### src/design/wac_ram.sv
// generic single-port-write, single-port-read ram with registered read data
`default_nettype none

module wac_ram #(
    parameter int WIDTH = 16,
    parameter int DEPTH = 300,
    localparam int ADDR_W = (DEPTH > 1) ? $clog2(DEPTH) : 1
) (
    input  wire logic                  clk,
    input  wire logic                  wr_en,
    input  wire logic [ADDR_W-1:0]     wr_addr,
    input  wire logic [WIDTH-1:0]      wr_data,
    input  wire logic                  rd_en,
    input  wire logic [ADDR_W-1:0]     rd_addr,
    output logic      [WIDTH-1:0]      rd_data
);

    logic [WIDTH-1:0] mem_reg [DEPTH];
    logic [WIDTH-1:0] rd_data_reg;

    // write port
    always_ff @(posedge clk)
    begin
        if (wr_en)
        begin
            mem_reg[wr_addr] <= wr_data;
        end
    end

    // registered read port
    always_ff @(posedge clk)
    begin
        if (rd_en)
        begin
            rd_data_reg <= mem_reg[rd_addr];
        end
    end

    assign rd_data = rd_data_reg;

endmodule

`default_nettype wire

### config.mk
export PLATFORM = sky130hd
export DESIGN_NAME = wac_ram
export DESIGN_NICKNAME = d
export VERILOG_FILES = /design/src/design/wac_ram.sv
export SDC_FILE = /design/constraint.sdc
export NUM_CORES = 2
export LEC_CHECK = 0
export BUFFER_PORTS_ARGS = -buffer_cell sky130_fd_sc_hd__buf_2
export CORE_ASPECT_RATIO = 1.1
export CORE_MARGIN = 8
export CORE_UTILIZATION = 55
export DETAILED_ROUTE_END_ITERATION = 16
export HOLD_SLACK_MARGIN = 0.02
export MAX_ROUTING_LAYER = met4
export PLACE_DENSITY = 0.69
export SLEW_MARGIN = 15
export SYNTH_ARGS = -nofsm -noshare
export SYNTH_HDL_FRONTEND = slang
export SYNTH_MEMORY_MAX_BITS = 65536
export SYNTH_SLANG_ARGS = --single-unit
### constraint.sdc
create_clock -name clk -period 3.45 [get_ports clk]
set_input_delay 0.345 -clock clk [delete_from_list [all_inputs] [get_ports clk]]
set_output_delay 0.345 -clock clk [all_outputs]
set_load 0.02 [all_outputs]
==> results.md <==
- Status: finished with violations
- Failing checks: setup timing
- Port bufs: 52
- Post-DRT Antenna Nets: 0
- PostCTS Resize Cnt: 0
- Worst path arrival time: 4.26 ns
- Max FFs per register: 4,800
- Clk pwr share: 40.6%
- Sequential share of power: 53.5%
- Biggest area consumer among synthesized cells: edfxtp_1
- Data required, critical path: 4.19 ns
- Setup Viol. Count Final: 1
- Clk sinks: 4,816
- Peak Freq: 284.1 MHz
- Sw Share: 21.60%
- Critical path launch point type: input pin
- Synthesis-to-finish area growth: 15.48%
- Core area: 337,400 sq um
- Max cap viols: 0
- Number of global-route vias before repair: 96,490
- Avg Cell Area, Syn: 22.19 sq um
- IR drop worst, VDD: 0.0004548 V
- DRC violations left: 0
- Standard-cell rows: 224
- Rel. slew slack: 10.85%
- Vias per cell: 6.730
- Fin. max-slew vios: 0
- Syn. warnings: 0
- Comb pwr share: 5.9%
- H-tree levels: 5
- Cells after Synth: 8,380
- Net Switching: 26.07 mW
- Actual slew at the worst max-slew pin: 1.329 ns
- Fin crit period: 3.519 ns
- Crit path max fanout: 30
- Hold/Removal Path Class: in2reg
- Cell leakage power: 69.06 nW
- CP Class: in2reg
- Hold Fails Final Rpt: 0
- Share of synthesized registers carrying an async set or reset: 0%
- Largest net degree at the start of global routing: 136
- Post-synth EDFFs: 4,816
- GPL Wtd Cong: 0.9383
- Inst Count DP: 13,590
- Int Power: 94.59 mW
- First-pass GRT wire length: 754,500 um
- CP Capture Type: register
- DR pass1 iterations: 6
- Die ar.: 357,000 sq um
- Drt total wl: 544,600 um
- Synthesized Nets: 8,417
- I/O pins: 53
- Top cell type's share of synthesized area: 77.76%
- Share of post-route cells with drive strength above 1: 31.55%
- DIE HEIGHT: 625.9 um
- Initial antenna violation count: 49
- Initial drt markers: 15,160
- Distinct cell type count of the synthesized netlist: 73
- Period utilization: 102.0%
- Gr ovfl total: 0
- Setup Skew: 0.05075 ns
- Power Density: 561.8 nW/um^2
- Gr usage total: 31.11%
- Overall Power: 120.7 mW
- Root Driver: clkbuf_16
- CTS tree: yes
- Synth top area cells: edfxtp_1, mux4_2, mux2i_1
- Post-DP HPWL: 345,800 um
- Top_reg_cell synth: edfxtp_1
- Non-filler instance count after layout: 14,500
- Initial Util: 55.11%
- Synthesized area: 186,000 sq um
- Routed wire per std cell: 37.57 um
- Vias: 97,550
- Die span in x: 570.4 um
- Clock Latency Late Sink: 1.01 ns
- CTS Buf Count: 453
- #FFs+latches synth: 4,816
- Setup WS post-layout: -0.06936 ns
- Final core utilization: 63.64%
- Clock Path Buffers: 4
- Reg clk slew, reported paths: 0.06 ns
- Seq/Total Area, Yosys: 77.76%
- Final nets: 9,583
-- critical path: stages --
cell	delay (ns)
buf_12	0.24
buf_4	0.22
buf_12	0.28
buf_12	0.26
mux4_2	0.52
mux4_2	0.53
a22o_1	0.30
a211oi_1	1.10
buf_4	0.26
o311ai_1	0.09
-- layout by cell type (no fill, tap or decap), drive strengths merged, types with 7 or more instances in the layout --
cell         count
mux2i          421
clkinv         196
nand2b           8
inv             14
nand4            7
o211ai          23
diode           59
dlygate4sd3     17
a31oi           26
a21oi          110
nor2           387
bufinv          42
o22ai          111
clkinvlp        20
nor2b           17
buf           1178
nor4             7
a211oi          20
mux4          1129
nand3           50
a32oi           10
o21ai          100
nor3            32
o311ai          17
a22o            14
o221ai         120
a221oi          33
a22oi           53
edfxtp        4816
and2            15
mux2            25
clkbuf         561
nand2          239
and3            13
-- synth_stat cells (8+ instances only) --
cell type  number
buf_2         111
a22oi_1        53
o21ai_1         8
mux4_2       1125
o311ai_0       13
a22o_1         14
nor2_1        387
buf_6          84
a221oi_1       31
mux2i_1       421
a211oi_1       20
buf_4          57
nand2_1       239
nand2b_1        8
nand3_1        50
buf_1          25
o211ai_1       23
o22ai_1       111
and3_1         13
nor2b_1        17
clkbuf_1      182
o221ai_1      120
edfxtp_1     4816
buf_8          14
o21ai_0        92
buf_12         11
and2_1         14
mux2_2         25
nor3_1         31
a32oi_1        10
a21oi_1       110
a31oi_1        26
-- power groups by stage --
stage          combinational (mW)  clock (mW)  sequential, mW
5_1_grt                      7.30        51.4            64.5
2_1_floorplan                3.18           0            65.8
3_3_place_gp                 6.88           0            65.8
3_5_place_dp                 7.00           0            65.8
6_report                     7.17        49.0            64.5
4_1_cts                      7.04        49.2            64.5
-- per-layer routing --
metal | wire length (um) | share of wire [%] | track usage [%]
met5 | 0 | 0 | -
met2 | 254200 | 47 | 47.02
met4 | 36770 | 6.8 | 16.67
met3 | 65670 | 12 | 7.392
met1 | 187900 | 35 | 39.57
-- logic make-up (layout without fill, tap and decap cells) --
| kind of cell | count (synthesis) | after routing | share of synthesized area [%] |
|---|---|---|---|
| compound gates | 700 | 700 | 2.635 |
| buf+inv | 491 | 2028 | 1.701 |
| mux | 1575 | 1575 | 16.10 |
| simple gates | 798 | 798 | 1.803 |
| other cells | 0 | 59 | 0 |
| flops | 4816 | 4816 | 77.76 |
-- path summary, 6_finish.rpt --
kind / startpoint / end / slack (ns) / cells after the start
setup / recovery: rd_addr[0] / rd_data[6]$_DFFE_PP_ / -0.07 / 10
hold / removal: wr_addr[8] / mem_reg[152][4]$_DFFE_PP_ / 0.18 / 5
setup reg to reg: mem_reg[165][6]$_DFFE_PP_ / rd_data[6]$_DFFE_PP_ / -0.02 / 6
hold reg to reg: mem_reg[298][10]$_DFFE_PP_ / rd_data[10]$_DFFE_PP_ / 0.96 / 4
-- cell type report --
| cell class | count | area, sq um |
|---|---|---|
| tap | 4520 | 5655 |
| fill | 22140 | 122700 |
| inverter | 7 | 42.54 |
| sequential | 4816 | 144600 |
| clock inverter | 265 | 2489 |
| clock buffer | 561 | 11890 |
| multi-input combinational | 3073 | 38660 |
| antenna | 59 | 147.6 |
| timing repair buffer | 1195 | 11260 |
-- per-stage QoR --
step | hold WS, ns | TNS, ns | area, sq um | setup slack [ns]
after global placement | 0.7919 | -7.126 | 200000 | -1.133
after global routing | 0.1348 | -0.007003 | 214700 | -0.007003
after floorplan | 0.4439 | 0 | 186000 | 0.5233
after CTS | 0.1020 | 0 | 214600 | 0.07715
final | 0.1795 | -0.06936 | 214800 | -0.06936
after detailed placement | 0.7932 | -6.027 | 200000 | -0.6885
-- what timing repair did --
action / CTS / global route
setup buffers: 0 / 0
hold endpoints to repair: 919 / 0
endpoints found under the setup margin: 0 / 0
hold buffers: 17 / 0
(Power assumes the default switching activity.)
