`src/design/wac_pkg.sv`:
```
// shared constants, types and codes of the windowed average alert classifier
`default_nettype none

package wac_pkg;

    // window and field widths
    localparam int WINDOW_DEPTH = 300;
    localparam int HRV_W        = 16;
    localparam int TEMP_W       = 14;
    localparam int ALERT_W      = 2;
    localparam int SLOT_W       = (WINDOW_DEPTH > 1) ? $clog2(WINDOW_DEPTH) : 1;
    localparam int COUNT_W      = $clog2(WINDOW_DEPTH + 1);
    localparam int HRV_TOTAL_W  = HRV_W + COUNT_W;
    localparam int TEMP_TOTAL_W = TEMP_W + COUNT_W;

    // divider: quotient is at most one sample wide
    localparam int QUOT_W       = HRV_W;
    localparam int DIVIDEND_W   = QUOT_W + COUNT_W;
    localparam int STEP_W       = $clog2(QUOT_W + 1);

    // configuration port
    localparam int CFG_INDEX_W  = 8;
    localparam int CFG_DATA_W   = 16;

    localparam logic [CFG_INDEX_W-1:0] REG_HRV_CRITICAL  = 8'd0;
    localparam logic [CFG_INDEX_W-1:0] REG_HRV_WARNING   = 8'd1;
    localparam logic [CFG_INDEX_W-1:0] REG_TEMP_CRITICAL = 8'd2;
    localparam logic [CFG_INDEX_W-1:0] REG_TEMP_WARNING  = 8'd3;

    localparam logic [HRV_W-1:0]  HRV_CRITICAL_RESET  = 16'd500;
    localparam logic [HRV_W-1:0]  HRV_WARNING_RESET   = 16'd600;
    localparam logic [TEMP_W-1:0] TEMP_CRITICAL_RESET = 14'd3600;
    localparam logic [TEMP_W-1:0] TEMP_WARNING_RESET  = 14'd3650;

    // alert levels
    localparam logic [ALERT_W-1:0] ALERT_OPTIMAL   = 2'd0;
    localparam logic [ALERT_W-1:0] ALERT_ATTENTION = 2'd1;
    localparam logic [ALERT_W-1:0] ALERT_CRITICAL  = 2'd2;

    // sequencer states
    typedef enum logic [6:0] {
        ST_IDLE      = 7'b0000001,
        ST_UPDATE    = 7'b0000010,
        ST_HRV_GO    = 7'b0000100,
        ST_HRV_WAIT  = 7'b0001000,
        ST_TEMP_GO   = 7'b0010000,
        ST_TEMP_WAIT = 7'b0100000,
        ST_FINISH    = 7'b1000000
    } state_t;

    // divider status toward the sequencer
    typedef struct packed {
        logic busy;
        logic done;
    } div_status_t;

endpackage

`default_nettype wire

```
`src/design/wac_divider.sv`:
```
// shared restoring divider, one quotient bit per cycle
`default_nettype none

module wac_divider (
    input  wire logic                             clk,
    input  wire logic                             rst_n,
    input  wire logic                             start,
    input  wire logic [wac_pkg::DIVIDEND_W-1:0]   dividend,
    input  wire logic [wac_pkg::COUNT_W-1:0]      divisor,
    output wac_pkg::div_status_t                  status,
    output logic      [wac_pkg::QUOT_W-1:0]       quotient
);

    logic [wac_pkg::COUNT_W-1:0] rem_reg;
    logic [wac_pkg::COUNT_W-1:0] rem_next;
    logic [wac_pkg::QUOT_W-1:0]  work_reg;
    logic [wac_pkg::QUOT_W-1:0]  work_next;
    logic [wac_pkg::COUNT_W-1:0] divisor_reg;
    logic [wac_pkg::STEP_W-1:0]  step_reg;
    logic [wac_pkg::STEP_W-1:0]  step_next;
    logic                        busy_reg;
    logic                        busy_next;
    logic                        done_reg;
    logic                        done_next;
    logic [wac_pkg::COUNT_W:0]   trial;
    logic                        fits;

    // one restoring step: shift in the next dividend bit, subtract if it fits
    assign trial = {rem_reg, work_reg[wac_pkg::QUOT_W-1]};
    assign fits  = (trial >= {1'b0, divisor_reg});

    always_comb
    begin
        rem_next  = rem_reg;
        work_next = work_reg;
        step_next = step_reg;
        busy_next = busy_reg;
        done_next = 1'b0;
        if (start)
        begin
            // the upper part is below the divisor since the mean fits in a sample
            rem_next  = dividend[wac_pkg::DIVIDEND_W-1:wac_pkg::QUOT_W];
            work_next = dividend[wac_pkg::QUOT_W-1:0];
            step_next = wac_pkg::STEP_W'(wac_pkg::QUOT_W);
            busy_next = 1'b1;
        end
        else if (busy_reg)
        begin
            rem_next  = fits ? wac_pkg::COUNT_W'(trial - {1'b0, divisor_reg})
                             : trial[wac_pkg::COUNT_W-1:0];
            work_next = {work_reg[wac_pkg::QUOT_W-2:0], fits};
            step_next = step_reg - 1'b1;
            if (step_reg == wac_pkg::STEP_W'(1))
            begin
                busy_next = 1'b0;
                done_next = 1'b1;
            end
        end
    end

    // control state
    always_ff @(posedge clk or negedge rst_n)
    begin
        if (!rst_n)
        begin
            busy_reg <= 1'b0;
            done_reg <= 1'b0;
            step_reg <= '0;
        end
        else
        begin
            busy_reg <= busy_next;
            done_reg <= done_next;
            step_reg <= step_next;
        end
    end

    // datapath
    always_ff @(posedge clk)
    begin
        rem_reg  <= rem_next;
        work_reg <= work_next;
        if (start)
        begin
            divisor_reg <= divisor;
        end
    end

    assign status.busy = busy_reg;
    assign status.done = done_reg;
    assign quotient    = work_reg;

endmodule

`default_nettype wire

```
`config.mk`:
```
export PLATFORM = sky130hd
export DESIGN_NAME = wac_divider
export DESIGN_NICKNAME = d
export VERILOG_FILES = /design/src/design/wac_pkg.sv /design/src/design/wac_divider.sv
export SDC_FILE = /design/constraint.sdc
export NUM_CORES = 1
export LEC_CHECK = 0
export BUFFER_PORTS_ARGS = -buffer_cell sky130_fd_sc_hd__buf_2
export CAP_MARGIN = 20
export CELL_PAD_IN_SITES_DETAIL_PLACEMENT = 2
export CELL_PAD_IN_SITES_GLOBAL_PLACEMENT = 2
export CORE_AREA = 4 4 91 93
export CTS_CLUSTER_DIAMETER = 100
export DETAILED_ROUTE_END_ITERATION = 8
export DIE_AREA = 0 0 95 97
export PLACE_DENSITY_LB_ADDON = 0.12
export SYNTH_ARGS = -nofsm -noshare
export SYNTH_HDL_FRONTEND = slang
export SYNTH_SLANG_ARGS = --single-unit
```
`constraint.sdc`:
```
create_clock -name clk -period 2.4 [get_ports clk]
set_clock_uncertainty 0.05 [all_clocks]
set_input_delay 0.6 -clock clk [delete_from_list [all_inputs] [get_ports clk]]
set_output_delay 0.6 -clock clk [all_outputs]
set_load 0.03 [all_outputs]
```
==> key figures <==
Global route
  – Initial antenna violation count: 0
  – Gr usage total: between 10% and 20%
  – Vias in the first global route: 1844
  – Global-route wire length before repair: a little over 9000 um
  – Largest net degree at the start of global routing: 26
  – GRT overflow: 0

Synth
  – Asr flop ratio synth: between 15 and 20%
  – YS warnings: 0
  – Synth top area share: 45.4%
  – Yosys cell types: 44
  – Part of the Yosys area used for sequential elements: about 53%
  – Commonest cells post-synth: 34 x edfxtp_1, 16 x mux2_2, 15 x inv_1, 11 x ha_1, 9 x nand2_1
  – Synthesized netlist cell count: 184
  – Top cells by area, synth: edfxtp_1 45%, mux2_2 8.0%, dfrtp_1 7.8%
  – Avg Inst Size Synth: about 12 um^2
  – Synth area leader: edfxtp_1
  – Yosys reg bits: 41
  – Mapped Nets: between 200 and 250
  – Mapped cell area: 2250 um^2
  – Ys flop type: edfxtp_1
  – Post-synth EDFFs: 34
  – Most frequent cell after synthesis: edfxtp_1

Route
  – Detailed-router iteration count before antenna repair: 4
  – Post-DRT Antenna Nets: 0
  – Final wirelength: 5620 um
  – DR iter-0 viols: between 50 and 60
  – Routed len/inst: between 15 and 20 um
  – Via count: about 1600
  – DRC viols: 0
  – Vias per inst: approximately 4.7

STA
  – Setup TNS: -0.0111 ns
  – Post-route setup slack: -0.0111 ns
  – Max_slew headroom: around three fifths
  – Final period util: 100%
  – RSZ-0062 raised after global routing: true
  – Slew @ Worst Pin: approximately 0.63 ns
  – Final Max Tran Viols: 0
  – Min Tclk post-route: approximately 2.4 ns
  – Hold slack: 0.0784 ns
  – Fmax: between 400 and 500 MHz
  – Final setup fails: 1
  – Fin. Hold Viols: 0

Placed design
  – Routability-driven placement congestion ratio: 0.749
  – Post-DP HPWL: about 4300 um
  – Port-buffer cells: 54

Hold path
  – Hold crit path type: input port to asynchronous set/reset pin

Floorplanning
  – # IOs: 55
  – Initial Util: 29.9%
  – Core area: roughly 7500 um^2
  – Die Ht: approximately 97 um
  – Die X: about 95 um
  – Die area: 9220 um^2
  – Row cnt: 32

Clocking
  – Clk_lat worst skew: slightly below 0.3 ns
  – Clock-pin slew on the worst setup and hold paths: about 0.080 ns
  – Clk buf depth: 2
  – CTS root buffer: clkbuf_8
  – Hold-fix buffers, CTS: 0
  – TritonCTS clock tree: yes
  – H-tree depth: 2
  – Total CTS buffers: 5
  – Num Clock Sinks: 41

Cells and area
  – Area of the multi-input gates: 980 um^2
  – Nets@finish: 295
  – Share of cells above drive strength 1: roughly two fifths
  – FF/Latch Area: between 1000 and 1500 um^2
  – Area grow syn2layout: 25.3%
  – Fillers: between 800 and 900
  – Number of antenna diodes: 0
  – Largest register FFs: 16

Status
  – Outcome: finished with violations
  – Violated checks: setup timing

Job
  – Max-cap violations: 0

Worst setup path
  – Crit path launch type: flop
  – CP required: 2.39 ns
  – Arr. time, crit path: between 2 and 2.5 ns
  – Worst setup EP type: flop
  – Setup CP Type: flop to flop
  – Worst-path maximum fanout: 4

Power and ir drop
  – PD cells: between 1000 and 1500 nW/um^2
  – Total power draw: 2940 uW
  – Worst VDD drop: ~0.4 mV
  – P_leak: approximately 0.0012 uW
## power breakdown
part / switching, uW / internal (uW)
clock network: 236 / 297
logic: 738 / 585
registers: 108 / 977
## stage by stage
step,setup WS [ns],util [%],cell area (um^2),instances
finish,-0.0111,37.5,2820,349
floorplan,-0.00548,-,2260,184
detailed placement,0.0330,35.2,2650,337
global route,-0.108,37.5,2820,349
CTS,0.0110,36.7,2760,345
global placement,0.0725,35.2,2650,337
## layer usage
metal,track usage (%),part of all wire [%],vias up
met5,0,0,-
met4,3.33,0.69,0
met3,2.88,2.5,4
met2,21.5,53,20
met1,16.2,44,818
li1,-,-,804
## critical path: stages (launching register included)
cell and delay (ns):
edfxtp_1 0.41, inv_2 0.09, ha_4 0.15, inv_4 0.04, fa_2 0.38, a21o_1 0.18, a221o_1 0.38, nor3b_2 0.17
o31ai_1 0.24, a2bb2oi_1 0.09
## final timing paths
path,from,end,slack (ns),cells after the start
worst min register to register,step_reg[4]$_DFFE_PN0P_,step_reg[4]$_DFFE_PN0P_,0.48,2
worst max-delay path,quotient[15]$_DFFE_PP_,rem_reg[8]$_DFFE_PP_,-0.01,9
max in group asynchronous,rst_n,busy_reg$_DFF_PN0_,2.07,1
min in group clk,divisor[1],divisor_reg[1]$_DFFE_PP_,0.43,1
worst max register to register,quotient[15]$_DFFE_PP_,rem_reg[8]$_DFFE_PP_,-0.01,9
worst min-delay path,rst_n,step_reg[2]$_DFFE_PN0P_,0.08,1
## cell families (layout without fill, tap and decap cells)
| group | Yosys count | in the layout | synth area share [%] |
|---|---|---|---|
| AND/OR/NAND/NOR | 40 | 40 | 9.62 |
| adder cells (fa/ha/maj) | 12 | 12 | 7.01 |
| multiplexers | 20 | 20 | 9.79 |
| flip-flops | 41 | 41 | 53.2 |
| XOR/XNOR | 8 | 8 | 3.11 |
| buffers and inverters | 24 | 87 | 4.56 |
| AO/OA/AOI/OAI | 39 | 39 | 12.7 |
## final cells by class
| type | count | share of cell area (%) |
|---|---|---|
| inverter | 15 | 2.09 |
| tap | 102 | 4.53 |
| sequential | 41 | 42.4 |
| clock buffer | 8 | 3.95 |
| multi-input combinational | 119 | 34.8 |
| timing repair buffer | 64 | 12.3 |
## repair_timing
item / CTS / global route
buffers inserted: 0 / 4
endpoints found under the setup margin: 0 / 8
gates resized for setup: 0 / 7
## cells in the final DEF, fill, tap and decap left out, types with 2 or more instances in the layout
| cell | n |
|---|---|
| a31oi_1 | 4 |
| and3_1 | 3 |
| clkbuf_8 | 6 |
| a21oi_1 | 7 |
| nand3_1 | 5 |
| edfxtp_1 | 34 |
| nor2_1 | 7 |
| o21ai_1 | 2 |
| dfrtp_1 | 7 |
| nand2_1 | 9 |
| nor3_1 | 2 |
| a2bb2oi_1 | 2 |
| ha_1 | 10 |
| xnor2_1 | 6 |
| o21ai_0 | 4 |
| a21o_1 | 6 |
| nor3b_1 | 2 |
| mux2i_1 | 4 |
| buf_2 | 54 |
| xor2_1 | 2 |
| mux2_2 | 16 |
| inv_1 | 13 |
| o31ai_1 | 3 |
| buf_4 | 10 |
| a211oi_1 | 2 |
Note: power is estimated with default switching activity, not from simulation.
